--- src/sv/agc_pkg.sv ---
package agc_pkg;

  localparam int SampleWidth  = 16;
  localparam int MagWidth     = SampleWidth + 4;
  localparam int ProdWidth    = SampleWidth + 5;
  localparam int GainWidth    = 20;
  localparam int PowWidth     = 32;
  localparam int CoefWidth    = 16;
  localparam int GstepWidth   = 17;
  localparam int ThrWidth     = 15;
  localparam int MulAWidth    = PowWidth + 1;
  localparam int MulBWidth    = ((MagWidth > GstepWidth) ? MagWidth : GstepWidth) + 1;
  localparam int AccWidth     = 64;
  localparam int DataWidth    = 32;
  localparam int RegIdxWidth  = 3;
  localparam int AddrWidth    = RegIdxWidth + 2;
  localparam int StepCntWidth = 4;

  localparam logic [CoefWidth-1:0]  AttackReset   = 16'd64722;
  localparam logic [CoefWidth-1:0]  ReleaseReset  = 16'd65509;
  localparam logic [PowWidth-1:0]   TargetReset   = 32'd26843546;
  localparam logic [PowWidth-1:0]   SilenceReset  = 32'd2684355;
  localparam logic [GstepWidth-1:0] IncreaseReset = 17'd67372;
  localparam logic [CoefWidth-1:0]  DecreaseReset = 16'd59770;
  localparam logic [ThrWidth-1:0]   ThresholdReset = 15'd26214;
  localparam logic [CoefWidth-1:0]  RatioReset    = 16'd6554;
  localparam logic [GainWidth-1:0]  GainUnity     = 20'h10000;

  typedef enum logic [RegIdxWidth-1:0] {
    RegAttack,
    RegRelease,
    RegTarget,
    RegSilence,
    RegIncrease,
    RegDecrease,
    RegThreshold,
    RegRatio
  } agc_reg_e;

  typedef struct packed {
    logic signed [SampleWidth-1:0] sample_in;
    logic                          frame_last;
  } agc_in_t;

  typedef struct packed {
    logic signed [SampleWidth-1:0] sample_out;
    logic                          frame_end;
  } agc_out_t;

  typedef enum logic [2:0] {
    MulNone,
    MulSampleGain,
    MulMagSq,
    MulPow,
    MulAvg,
    MulLim,
    MulGain
  } agc_mul_e;

  typedef enum logic [1:0] {
    AccHold,
    AccLoad,
    AccAdd
  } agc_acc_e;

  typedef enum logic [2:0] {
    WrNone,
    WrCapture,
    WrMag,
    WrPow,
    WrAvg,
    WrOut,
    WrGain
  } agc_wr_e;

  typedef enum logic [1:0] {
    JmpNext,
    JmpWaitIn,
    JmpEmit,
    JmpAlways
  } agc_jmp_e;

  typedef struct packed {
    agc_mul_e                mul;
    agc_acc_e                acc;
    agc_wr_e                 wr;
    agc_jmp_e                jmp;
    logic [StepCntWidth-1:0] target;
  } agc_uword_t;

  localparam logic [StepCntWidth-1:0] StepIdle    = 4'd0;
  localparam logic [StepCntWidth-1:0] StepMulGain = 4'd1;
  localparam logic [StepCntWidth-1:0] StepMag     = 4'd2;
  localparam logic [StepCntWidth-1:0] StepSquare  = 4'd3;
  localparam logic [StepCntWidth-1:0] StepPow     = 4'd4;
  localparam logic [StepCntWidth-1:0] StepAvgNew  = 4'd5;
  localparam logic [StepCntWidth-1:0] StepAvgOld  = 4'd6;
  localparam logic [StepCntWidth-1:0] StepAvgWr   = 4'd7;
  localparam logic [StepCntWidth-1:0] StepLimMul  = 4'd8;
  localparam logic [StepCntWidth-1:0] StepEmit    = 4'd9;
  localparam logic [StepCntWidth-1:0] StepGainMul = 4'd10;
  localparam logic [StepCntWidth-1:0] StepGainWr  = 4'd11;

  function automatic agc_uword_t ucode(logic [StepCntWidth-1:0] step);
    agc_uword_t uw;
    uw = '{MulNone, AccHold, WrNone, JmpAlways, StepIdle};
    unique case (step)
      StepIdle:    uw = '{MulNone,       AccHold, WrCapture, JmpWaitIn, StepIdle};
      StepMulGain: uw = '{MulSampleGain, AccLoad, WrNone,    JmpNext,   StepIdle};
      StepMag:     uw = '{MulNone,       AccHold, WrMag,     JmpNext,   StepIdle};
      StepSquare:  uw = '{MulMagSq,      AccLoad, WrNone,    JmpNext,   StepIdle};
      StepPow:     uw = '{MulNone,       AccHold, WrPow,     JmpNext,   StepIdle};
      StepAvgNew:  uw = '{MulPow,        AccLoad, WrNone,    JmpNext,   StepIdle};
      StepAvgOld:  uw = '{MulAvg,        AccAdd,  WrNone,    JmpNext,   StepIdle};
      StepAvgWr:   uw = '{MulNone,       AccHold, WrAvg,     JmpNext,   StepIdle};
      StepLimMul:  uw = '{MulLim,        AccLoad, WrNone,    JmpNext,   StepIdle};
      StepEmit:    uw = '{MulNone,       AccHold, WrOut,     JmpEmit,   StepIdle};
      StepGainMul: uw = '{MulGain,       AccLoad, WrNone,    JmpNext,   StepIdle};
      StepGainWr:  uw = '{MulNone,       AccHold, WrGain,    JmpAlways, StepIdle};
      default:     uw = '{MulNone,       AccHold, WrNone,    JmpAlways, StepIdle};
    endcase
    return uw;
  endfunction

endpackage

--- src/sv/audio_automatic_gain_control.sv ---
// channel   direction  handshake                   beat
// input     in         in_valid_i / in_ready_o     agc_pkg::agc_in_t on in_data_i
// output    out        out_valid_o / out_ready_i   agc_pkg::agc_out_t on out_data_o
// config    in         psel / penable / pready     32-bit register write, paddr = 4 * index
//
// a beat passes from its accept through the microcode steps to the output register;
// a beat that closes a frame also runs the gain update steps before the next beat is taken
// every multiply goes through one shared 33 x 21 multiplier, at most one per microcode step
// in_ready_o is high only at the idle step; a held result stalls the emit step,
// while the idle step still takes a new beat
// async active-low reset restores registers, gain and power state
module audio_automatic_gain_control (
  input  logic                                clk_i,
  input  logic                                rst_ni,
  input  logic                                in_valid_i,
  output logic                                in_ready_o,
  input  agc_pkg::agc_in_t                    in_data_i,
  output logic                                out_valid_o,
  input  logic                                out_ready_i,
  output agc_pkg::agc_out_t                   out_data_o,
  input  logic                                psel,
  input  logic                                penable,
  input  logic                                pwrite,
  input  logic [agc_pkg::AddrWidth-1:0]       paddr,
  input  logic [agc_pkg::DataWidth-1:0]       pwdata,
  output logic [agc_pkg::DataWidth-1:0]       prdata,
  output logic                                pready
);

  localparam int W        = agc_pkg::SampleWidth;
  localparam int MagW     = agc_pkg::MagWidth;
  localparam int ProdW    = agc_pkg::ProdWidth;
  localparam int AccW     = agc_pkg::AccWidth;
  localparam int GainW    = agc_pkg::GainWidth;
  localparam int PowW     = agc_pkg::PowWidth;
  localparam int MulAW    = agc_pkg::MulAWidth;
  localparam int MulBW    = agc_pkg::MulBWidth;
  localparam int StepW    = agc_pkg::StepCntWidth;
  localparam int PwShift  = 2 * W - 30;
  localparam int PwRsh    = (PwShift > 0) ? PwShift : 0;
  localparam int PwLsh    = (PwShift < 0) ? -PwShift : 0;
  localparam int ThrRsh   = (W < 16) ? 16 - W : 0;
  localparam int ThrLsh   = (W > 16) ? W - 16 : 0;
  localparam logic [AccW-1:0] PwRound  = (64'd1 << PwRsh) >> 1;
  localparam logic [31:0]     ThrRound = (32'd1 << ThrRsh) >> 1;
  localparam logic [AccW-1:0] HalfLsb  = 64'd32768;
  localparam logic [MagW:0]   PosLimit = (MagW+1)'((64'd1 << (W - 1)) - 64'd1);
  localparam logic [MagW:0]   NegLimit = (MagW+1)'(64'd1 << (W - 1));

  // configuration registers
  logic [agc_pkg::CoefWidth-1:0]  attack_q, release_q, decrease_q, ratio_q;
  logic [PowW-1:0]                target_q, silence_q;
  logic [agc_pkg::GstepWidth-1:0] increase_q;
  logic [agc_pkg::ThrWidth-1:0]   threshold_q;
  logic                           cfg_we;
  agc_pkg::agc_reg_e              cfg_idx;

  // sequencer and state
  logic [StepW-1:0]    step_q, step_d;
  agc_pkg::agc_uword_t uw;
  logic                out_valid_q, out_valid_d;
  logic                out_busy, emit;
  logic [GainW-1:0]    gain_q, gain_d, gain_before_q, gain_before_d;
  logic [PowW-1:0]     avg_q, avg_d, peak_q, peak_d;

  // datapath payload
  logic signed [W-1:0]    sample_q, sample_d;
  logic                   last_q, last_d;
  logic signed [AccW-1:0] acc_q, acc_d;
  logic                   neg_q, neg_d;
  logic [MagW-1:0]        mag_q, mag_d, exc_q, exc_d;
  logic                   over_q, over_d;
  logic [PowW-1:0]        pw_q, pw_d;
  logic                   att_q, att_d;
  agc_pkg::agc_out_t      out_q, out_d;

  // combinational datapath
  logic [agc_pkg::CoefWidth-1:0] coef_sel;
  logic signed [MulAW-1:0]       mul_a;
  logic signed [MulBW-1:0]       mul_b;
  logic signed [MulAW+MulBW-1:0] mul_p;
  logic signed [AccW-1:0]        p_full;
  logic [ProdW-1:0]              p_abs;
  logic [AccW-1:0]               pw_wide, rnd;
  logic [31:0]                   thr_wide;
  logic [MagW-1:0]               thr_s, lim_add;
  logic [MagW:0]                 mag_lim, y_mag, y_full;
  logic [GainW-1:0]              g_step, g_sel;
  logic [GainW:0]                g_sum;

  assign pready  = 1'b1;
  assign cfg_we  = psel & penable & pwrite;
  assign cfg_idx = agc_pkg::agc_reg_e'(paddr[agc_pkg::AddrWidth-1:2]);

  always_comb begin
    unique case (cfg_idx)
      agc_pkg::RegAttack:    prdata = 32'(attack_q);
      agc_pkg::RegRelease:   prdata = 32'(release_q);
      agc_pkg::RegTarget:    prdata = target_q;
      agc_pkg::RegSilence:   prdata = silence_q;
      agc_pkg::RegIncrease:  prdata = 32'(increase_q);
      agc_pkg::RegDecrease:  prdata = 32'(decrease_q);
      agc_pkg::RegThreshold: prdata = 32'(threshold_q);
      agc_pkg::RegRatio:     prdata = 32'(ratio_q);
    endcase
  end

  always_ff @(posedge clk_i or negedge rst_ni) begin
    if (!rst_ni) begin
      attack_q    <= agc_pkg::AttackReset;
      release_q   <= agc_pkg::ReleaseReset;
      target_q    <= agc_pkg::TargetReset;
      silence_q   <= agc_pkg::SilenceReset;
      increase_q  <= agc_pkg::IncreaseReset;
      decrease_q  <= agc_pkg::DecreaseReset;
      threshold_q <= agc_pkg::ThresholdReset;
      ratio_q     <= agc_pkg::RatioReset;
    end else if (cfg_we) begin
      unique case (cfg_idx)
        agc_pkg::RegAttack:    attack_q    <= pwdata[agc_pkg::CoefWidth-1:0];
        agc_pkg::RegRelease:   release_q   <= pwdata[agc_pkg::CoefWidth-1:0];
        agc_pkg::RegTarget:    target_q    <= pwdata[PowW-1:0];
        agc_pkg::RegSilence:   silence_q   <= pwdata[PowW-1:0];
        agc_pkg::RegIncrease:  increase_q  <= pwdata[agc_pkg::GstepWidth-1:0];
        agc_pkg::RegDecrease:  decrease_q  <= pwdata[agc_pkg::CoefWidth-1:0];
        agc_pkg::RegThreshold: threshold_q <= pwdata[agc_pkg::ThrWidth-1:0];
        agc_pkg::RegRatio:     ratio_q     <= pwdata[agc_pkg::CoefWidth-1:0];
      endcase
    end
  end

  // control word fetch and step counter
  assign uw         = agc_pkg::ucode(step_q);
  assign in_ready_o = (step_q == agc_pkg::StepIdle);
  assign out_busy   = out_valid_q & ~out_ready_i;
  assign emit       = (uw.wr == agc_pkg::WrOut) & ~out_busy;

  always_comb begin
    step_d = step_q + StepW'(1);
    unique case (uw.jmp)
      agc_pkg::JmpNext:   step_d = step_q + StepW'(1);
      agc_pkg::JmpWaitIn: step_d = in_valid_i ? step_q + StepW'(1) : step_q;
      agc_pkg::JmpEmit: begin
        if (out_busy) begin
          step_d = step_q;
        end else if (!last_q) begin
          step_d = uw.target;
        end
      end
      agc_pkg::JmpAlways: step_d = uw.target;
    endcase
  end

  always_comb begin
    out_valid_d = out_valid_q;
    if (emit) begin
      out_valid_d = 1'b1;
    end else if (out_ready_i) begin
      out_valid_d = 1'b0;
    end
  end

  // shared multiplier
  assign coef_sel = att_q ? attack_q : release_q;

  always_comb begin
    mul_a = '0;
    mul_b = '0;
    case (uw.mul)
      agc_pkg::MulSampleGain: begin
        mul_a = MulAW'(gain_q);
        mul_b = MulBW'(sample_q);
      end
      agc_pkg::MulMagSq: begin
        mul_a = MulAW'(mag_q);
        mul_b = MulBW'(mag_q);
      end
      agc_pkg::MulPow: begin
        mul_a = MulAW'(pw_q);
        mul_b = MulBW'(17'h10000 - {1'b0, coef_sel});
      end
      agc_pkg::MulAvg: begin
        mul_a = MulAW'(avg_q);
        mul_b = MulBW'(coef_sel);
      end
      agc_pkg::MulLim: begin
        mul_a = MulAW'(exc_q);
        mul_b = MulBW'(ratio_q);
      end
      agc_pkg::MulGain: begin
        mul_a = MulAW'(gain_q);
        mul_b = (peak_q > target_q) ? MulBW'(decrease_q) : MulBW'(increase_q);
      end
      default: begin
        mul_a = '0;
        mul_b = '0;
      end
    endcase
  end

  assign mul_p = mul_a * mul_b;

  always_comb begin
    case (uw.acc)
      agc_pkg::AccLoad: acc_d = AccW'(mul_p);
      agc_pkg::AccAdd:  acc_d = acc_q + AccW'(mul_p);
      default:          acc_d = acc_q;
    endcase
  end

  // fixed datapath pieces read from the accumulator and the state registers
  assign rnd      = $unsigned(acc_q) + HalfLsb;
  assign p_full   = (acc_q + $signed(HalfLsb)) >>> 16;
  assign p_abs    = p_full[ProdW-1] ? ProdW'(-p_full) : p_full[ProdW-1:0];
  assign pw_wide  = (($unsigned(acc_q) + PwRound) >> PwRsh) << PwLsh;
  assign thr_wide = ((32'(threshold_q) + ThrRound) >> ThrRsh) << ThrLsh;
  assign thr_s    = thr_wide[MagW-1:0];
  assign lim_add  = rnd[MagW+15:16];
  assign mag_lim  = over_q ? {1'b0, thr_s} + {1'b0, lim_add} : {1'b0, mag_q};
  assign g_step   = (|rnd[AccW-1:GainW+16]) ? '1 : rnd[GainW+15:16];
  assign g_sel    = (peak_q > silence_q) ? g_step : agc_pkg::GainUnity;
  assign g_sum    = {1'b0, g_sel} + {1'b0, gain_before_q} + (GainW+1)'(1);

  always_comb begin
    if (neg_q) begin
      y_mag = (mag_lim > NegLimit) ? NegLimit : mag_lim;
    end else begin
      y_mag = (mag_lim > PosLimit) ? PosLimit : mag_lim;
    end
    y_full = neg_q ? -y_mag : y_mag;
  end

  always_comb begin
    sample_d      = sample_q;
    last_d        = last_q;
    neg_d         = neg_q;
    mag_d         = mag_q;
    exc_d         = exc_q;
    over_d        = over_q;
    pw_d          = pw_q;
    att_d         = att_q;
    out_d         = out_q;
    avg_d         = avg_q;
    peak_d        = peak_q;
    gain_d        = gain_q;
    gain_before_d = gain_before_q;
    case (uw.wr)
      agc_pkg::WrCapture: begin
        sample_d = in_data_i.sample_in;
        last_d   = in_data_i.frame_last;
      end
      agc_pkg::WrMag: begin
        neg_d = p_full[ProdW-1];
        mag_d = p_abs[MagW-1:0];
      end
      agc_pkg::WrPow: begin
        pw_d  = (|pw_wide[AccW-1:PowW]) ? '1 : pw_wide[PowW-1:0];
        att_d = pw_d > avg_q;
      end
      agc_pkg::WrAvg: begin
        avg_d  = rnd[PowW+15:16];
        peak_d = (avg_d > peak_q) ? avg_d : peak_q;
        over_d = mag_q > thr_s;
        exc_d  = mag_q - thr_s;
      end
      agc_pkg::WrOut: begin
        if (emit) begin
          out_d.sample_out = y_full[W-1:0];
          out_d.frame_end  = last_q;
        end
      end
      agc_pkg::WrGain: begin
        gain_d        = g_sum[GainW:1];
        gain_before_d = g_sum[GainW:1];
        peak_d        = '0;
      end
      default: begin
        out_d = out_q;
      end
    endcase
  end

  always_ff @(posedge clk_i or negedge rst_ni) begin
    if (!rst_ni) begin
      step_q        <= agc_pkg::StepIdle;
      out_valid_q   <= 1'b0;
      gain_q        <= agc_pkg::GainUnity;
      gain_before_q <= '0;
      avg_q         <= '0;
      peak_q        <= '0;
    end else begin
      step_q        <= step_d;
      out_valid_q   <= out_valid_d;
      gain_q        <= gain_d;
      gain_before_q <= gain_before_d;
      avg_q         <= avg_d;
      peak_q        <= peak_d;
    end
  end

  always_ff @(posedge clk_i) begin
    sample_q <= sample_d;
    last_q   <= last_d;
    acc_q    <= acc_d;
    neg_q    <= neg_d;
    mag_q    <= mag_d;
    exc_q    <= exc_d;
    over_q   <= over_d;
    pw_q     <= pw_d;
    att_q    <= att_d;
    out_q    <= out_d;
  end

  assign out_valid_o = out_valid_q;
  assign out_data_o  = out_q;

endmodule

--- config.mk ---
export PLATFORM = sky130hd
export DESIGN_NAME = audio_automatic_gain_control
export DESIGN_NICKNAME = d
export VERILOG_FILES = /design/src/sv/agc_pkg.sv /design/src/sv/audio_automatic_gain_control.sv
export SDC_FILE = /design/constraint.sdc
export NUM_CORES = 2
export LEC_CHECK = 0
export ABC_AREA = 1
export BUFFER_PORTS_ARGS = -buffer_cell sky130_fd_sc_hd__buf_2
export CORE_MARGIN = 5
export CORE_UTILIZATION = 45
export DETAILED_ROUTE_END_ITERATION = 8
export GPL_TIMING_DRIVEN = 0
export HOLD_SLACK_MARGIN = 0.15
export MAX_ROUTING_LAYER = met4
export PLACE_DENSITY = 0.62
export SYNTH_ARGS = -nofsm -noshare
export SYNTH_HDL_FRONTEND = slang
export SYNTH_SLANG_ARGS = --single-unit
--- constraint.sdc ---
create_clock -name clk_i -period 11.4 [get_ports clk_i]
set_input_delay 1.14 -clock clk_i [delete_from_list [all_inputs] [get_ports clk_i]]
set_output_delay 1.14 -clock clk_i [all_outputs]
set_load 0.005 [all_outputs]
* Word level (Yosys, flattened, before mapping)
Memory sizes are Yosys's and may differ from the RTL's.
Cells that the tools add are included.
** Storage, ports and cells
- Register bits :: 442
- Memory bits (read-only) :: 160
- Input bits :: 61
- Output and inout bits :: 52
- Word-level logic and storage cells :: 122
- Memories :: 1
** Cells by class
- Add/subtract/negate cells :: 12
- Multipliers :: 1
- Order comparisons :: 7
- Equality and inequality tests :: 27
- Mux-type cells :: 23
- Bitwise gates (word level) :: 6
- Reductions and logical operators :: 20
** Memory list
- (no name shown) :: depth 16, width 10, rd ports 1, clocked after Yosys merged registers in 0, write ports 0, line agc_pkg.sv:107 : unique case (step)
** Operators by type and width (number)
- $pmux 32 s8 :: 1
- $pmux 32 s5 :: 1
- $gt 32x32->1 :: 4
- $pmux 64 s2 :: 1
- $pmux 21 s6 :: 1
- $mux 16 :: 5
- $add 64x16->64 const B :: 1
- $add 64x2->64 const B :: 1
- $add 64x54->64 :: 1
- $mux 32 :: 2
- $pmux 32 s2 :: 1
- $mux 20 :: 3
- $mul 33x21->54 :: 1
- $add 37x17->37 const B :: 1
- $eq 3x3->1 const B :: 10
- $reduce_or 30->1 :: 1
- $reduce_or 28->1 :: 1
- $reduce_and 2->1 :: 11
- $add 15x20->21 :: 1
- $add 20x20->21 :: 1
- $add 21x1->21 const B :: 1
- $gt 21x15->1 const B :: 1
- $gt 21x16->1 const B :: 1
- $mux 21 :: 1
- 22 further kinds :: 43

* Longest topological paths before layout
- Depth after elaboration :: 8
- Gate-level depth with buffers :: 64
- Mapped depth without buffers :: 62

* Worst setup path before layout
Ideal clock, no wire load.
- Path kind :: register -> register
- Start :: register target_q[1]
- End :: register acc_q[49] (data pin)
- Setup time :: 269 ps
- Arrival time :: 10087 ps
- Required time :: 11131 ps
- Path slack :: 1045 ps
- Cell stages (with the launch flop) :: 60
- Path buffers :: 3
- Clock period less this slack :: 10355 ps
- Path through :: dfstp_2 -> inv_1 -> ha_1 -> a21oi_1 -> o21ai_0 -> nand3_1 -> nand2_1 -> nand2_1 -> nand2_1 -> nand2_1 -> o2111ai_1 -> nand2_1 -> o2111ai_1 -> nand2_1 -> clkbuf_1 -> clkbuf_1 -> o211ai_1 -> nand2_1 -> (+24 left out) -> nand2_1 -> a21oi_1 -> o21ai_1 -> nand2_1 -> nand3_1 -> and2_1 -> ha_1 -> a21oi_1 -> inv_1 -> a31oi_1 -> inv_1 -> a21oi_1 -> nor2_1 -> nor2_1 -> o311ai_0 -> or2_2 -> nand3_1 -> o21ai_0
** Between the ends
- Longest elaborated chain between the ends :: 6
** RTL lines
- start, declared :: line audio_automatic_gain_control.sv:52 : logic [PowW-1:0] target_q, silence_q;
- start signal, assigned :: line audio_automatic_gain_control.sv:112 : target_q <= agc_pkg::TargetReset;
- start signal, assigned :: line audio_automatic_gain_control.sv:122 : agc_pkg::RegTarget: target_q <= pwdata[PowW-1:0];
- $gt 32x32->1 (*) :: line audio_automatic_gain_control.sv:192 : mul_b = (peak_q > target_q) ? MulBW'(decrease_q) : MulBW'(increase_q);
- $mux 17 (*) :: line audio_automatic_gain_control.sv:192
- $pmux 21 s6 (*) :: line audio_automatic_gain_control.sv:169 : case (uw.mul)
- $mul 33x21->54 (*) :: line audio_automatic_gain_control.sv:201 : assign mul_p = mul_a * mul_b;
- $add 64x54->64 :: line audio_automatic_gain_control.sv:206 : agc_pkg::AccAdd: acc_d = acc_q + AccW'(mul_p);
- $pmux 64 s2 (*) :: line audio_automatic_gain_control.sv:204 : case (uw.acc)
- via acc_d[49] :: line audio_automatic_gain_control.sv:69 : logic signed [AccW-1:0] acc_q, acc_d;
- end signal, assigned :: line audio_automatic_gain_control.sv:304 : acc_q <= acc_d;
- end, declared :: line audio_automatic_gain_control.sv:69
The timed path passes the listed nets; every way through them passes the cells marked *.
A chain may end at the register's enable or synchronous reset.

* Worst setup path after layout
- Start :: register peak_q[31]
- End :: register acc_q[59] (data pin)
** Between the ends
- Longest elaborated chain between the ends :: 6
** RTL lines
- start, declared :: line audio_automatic_gain_control.sv:64 : logic [PowW-1:0] avg_q, avg_d, peak_q, peak_d;
- start signal, assigned :: line audio_automatic_gain_control.sv:297 : peak_q <= peak_d;
- $gt 32x32->1 (*) :: line audio_automatic_gain_control.sv:192
- $mux 17 (*) :: line audio_automatic_gain_control.sv:192
- $pmux 21 s6 (*) :: line audio_automatic_gain_control.sv:169
- $mul 33x21->54 (*) :: line audio_automatic_gain_control.sv:201
- $add 64x54->64 :: line audio_automatic_gain_control.sv:206
- $pmux 64 s2 (*) :: line audio_automatic_gain_control.sv:204
- via acc_d[59] :: line audio_automatic_gain_control.sv:69
Marked as above.

==> summary.md <==
| Metric | Value |
|---|---|
| Outcome | `finished, final reports clean` |
| Hold Path Class | `primary input to async pin` |
| Commonest non-fill, non-tap cell in the layout | `nand2_1` |
| Critical path capture point type | `flip-flop` |
| RSZ-0062 raised after global routing | `true` |
| Final Setup Violations | `0` |
| Clock transition at path regs | `0.06 ns` |
| Max-cap violation count | `0` |
| Initial Util | `0.454` |
| CP Max Fanout | `10` |
| Final instance area | `0.0629 sq mm` |
| Clock Latency Late Sink | `0.67 ns` |
| Post-route DRC | `0` |
| IO Pins | `113` |
| DRT iter0 DRCs | `5428` |
| Critical path type | `flip-flop to flip-flop` |
| Setup Skew | `0.0688 ns` |
| Fin crit period | `11.03 ns` |
| FMAX | `0.0906 GHz` |
| Post-synth EDFFs | `173` |
| Slowest cell on crit path | `fa_2` |
| First-pass GRT wire length | `310 mm` |
| Die H | `358 microns` |
| Die width | `358 microns` |
| Final Max Slew Viols | `0` |
| Synthesized cell area | `0.0546 sq mm` |
| Gp weighted congestion | `1.02` |
| Synthesized instance count | `7230` |
| Die ar. | `0.128 sq mm` |
| Drt total wl | `208 mm` |
| Slew at the pin closest to its max-slew limit | `1.20 ns` |
| Max clock buf depth | `3` |
| Syn Area/Cell | `7.55 sq um` |
| First-pass detailed-route iteration total | `7` |
| Layout cells sized above 1 | `0.129` |
| Dpl ws | `-2.68 ns` |
| Clk sinks | `423` |
| CTS buffer count | `52` |
| Cell family with most CP delay | `adder cells` |
| Initial antenna violation count | `8` |
| Vias in the first global route | `49500` |
| Critical Path AT | `11.42 ns` |
| Core Footprint | `0.120 sq mm` |
| Fin worst setup slack | `0.366 ns` |
| Most frequent CP cell | `inv_1` |
| Fin. Hold Viols | `0` |
| Dpl hpwl | `171 mm` |
| Max stage delay on crit path | `0.67 ns` |
| Total Routing Usage GR | `0.330` |
| Number of nets in the layout | `8628` |
| Area growth, synth to finish | `15.3%` |
| Element type at the critical path start | `flip-flop` |
| Final core utilization | `0.523` |
| Fraction of registers with async set/reset | `0.591` |
| Via Count | `50800` |
| Routed length per placed instance | `22.6 microns` |
| H-Tree Depth | `2` |
| Worst slew margin | `0.191` |
| Vias/cell | `5.52` |
| Largest net degree at the start of global routing | `102` |
| CTS tree | `built` |
| Register area share after synthesis | `0.212` |
| Overflow left after global routing | `0` |
| Data required time at the worst endpoint | `11.78 ns` |
| Row cnt | `127` |
| Ys flop type | `edfxtp_1` |
| Port bufs | `108` |
| Dpl cell area | `0.0575 sq mm` |
| Synthesized flop and latch total | `423` |
| Ys Warns | `0` |
| Clock root buffer | `clkbuf_16` |
| Yosys cell types | `71` |
| Final worst path period share | `0.968` |
| Detail Route Antenna Nets | `0` |
| CP bufs+invs | `15` |
| Most frequent cells in the layout | `nand2_1 (1585), inv_1 (1531), fa_1 (561)` |
-- synth_stat cells (5+ instances only) --
library cell / number / area [sq um]
xor2_1: 128 / 1120
o211ai_1: 37 / 278
o2111ai_1: 13 / 114
o31ai_1: 7 / 52.6
o21a_1: 18 / 135
o22ai_1: 97 / 607
a22oi_1: 12 / 90.1
nor2_1: 536 / 2010
a31oi_1: 51 / 319
fa_1: 572 / 11500
xnor2_1: 57 / 499
nand4_1: 74 / 463
or2_2: 24 / 150
a21oi_1: 329 / 1650
buf_2: 39 / 195
o21ai_0: 461 / 2310
nand2_1: 1634 / 6130
nand3b_1: 13 / 97.6
clkbuf_1: 139 / 522
o221ai_1: 11 / 96.3
clkinv_1: 12 / 45.0
ha_1: 452 / 5660
dfstp_2: 81 / 2130
inv_1: 1564 / 5870
a211oi_1: 20 / 150
a21boi_0: 7 / 52.6
dfrtp_1: 169 / 4230
nor4_1: 20 / 125
nand3_1: 236 / 1180
nor2_2: 14 / 87.6
nand2_2: 25 / 156
nand2_4: 8 / 90.1
nor3_1: 76 / 380
edfxtp_1: 173 / 5190
o21ai_1: 11 / 55.1
a221oi_1: 15 / 131
a21o_1: 8 / 60.1
and2_1: 5 / 31.3
nand3_2: 9 / 90.1
buf_1: 10 / 37.5
inv_2: 7 / 26.3
-- cell type report --
type | count | area (sq um)
Inverter | 1584 | 5990
Clock buffer | 77 | 1470
Multi-Input combinational cell | 5062 | 38800
Timing Repair Buffer | 225 | 1630
Buffer | 195 | 1180
Antenna cell | 2 | 5.00
Tap cell | 1612 | 2020
Clock inverter | 19 | 302
Sequential cell | 423 | 11600
Fill cell | 11800 | 57400
-- through the flow --
step	TNS, ns	std cells	hold WS, ns
after floorplan	0	7265	0.427
after global placement	-86.96	8985	0.467
after detailed placement	-86.86	8992	0.473
after CTS	0	9128	0.406
after global routing	-0.151	9197	0.439
final	0	9199	0.421
-- cells by family (layout without fill, tap and decap cells) --
kind of cell | after synthesis | after routing | synth area share
and+or+nand+nor | 2693 | 2693 | 0.205
buffers and inverters | 1780 | 2100 | 0.124
AOI/OAI and AO/OA | 1122 | 1122 | 0.116
adders and majority gates | 1024 | 1024 | 0.313
DFF | 423 | 423 | 0.212
xor gates and xnor gates | 186 | 186 | 0.0300
other | 2 | 39 | 0.000138
-- repair_timing --
action	in CTS	in global routing
buffers inserted	40	68
cloned	1	1
pin swaps	41	123
endpoints found under the hold margin	0	0
setup endpoints to repair	49	39
hold buffers	0	0
resized for setup	338	414
-- registers in the layout (all words and copies together) (netlist names), 17 cells and up --
name / cells
peak_q: 32
pw_q: 32
target_q: 32
mag_q: 20
gain_q: 20
increase_q: 17
exc_q: 20
out_data_o: 17
silence_q: 32
avg_q: 32
acc_q: 64
-- worst reg2reg max path: cells and delay by family, from the launching register on --
kind / cells / cell delay [ns]
DFF: 1 / 0.44
buffers and inverters: 15 / 1.35
and+or+nand+nor: 18 / 2.55
AOI/OAI and AO/OA: 12 / 1.84
adders and majority gates: 10 / 4.59
-- worst paths after layout --
check	start	endpoint	slack, ns	cells after the start
hold reg to reg	silence_q[30]$_DFFE_PN0P_	silence_q[30]$_DFFE_PN0P_	0.48	2
setup / recovery	peak_q[31]$_DFFE_PN0P_	acc_q[59]$_DFFE_PP_	0.37	55
max in group asynchronous	rst_ni	increase_q[2]$_DFFE_PN1P_	9.59	3
hold / removal	rst_ni	silence_q[20]$_DFFE_PN0P_	0.42	1
setup reg to reg	peak_q[31]$_DFFE_PN0P_	acc_q[59]$_DFFE_PP_	0.37	55
min in group clk_i	silence_q[30]$_DFFE_PN0P_	silence_q[30]$_DFFE_PN0P_	0.48	2
-- per-layer routing --
layer / track usage / vias up / wire length (microns)
met5: - / - / 0
met4: 0.0961 / 0 / 8210
met3: 0.0688 / 368 / 21300
met2: 0.481 / 2368 / 87800
met1: 0.465 / 24700 / 90300
li1: - / 23300 / -
Power is not shown: default switching activity piles up to over one toggle a cycle in this logic, so the estimate is an artifact.
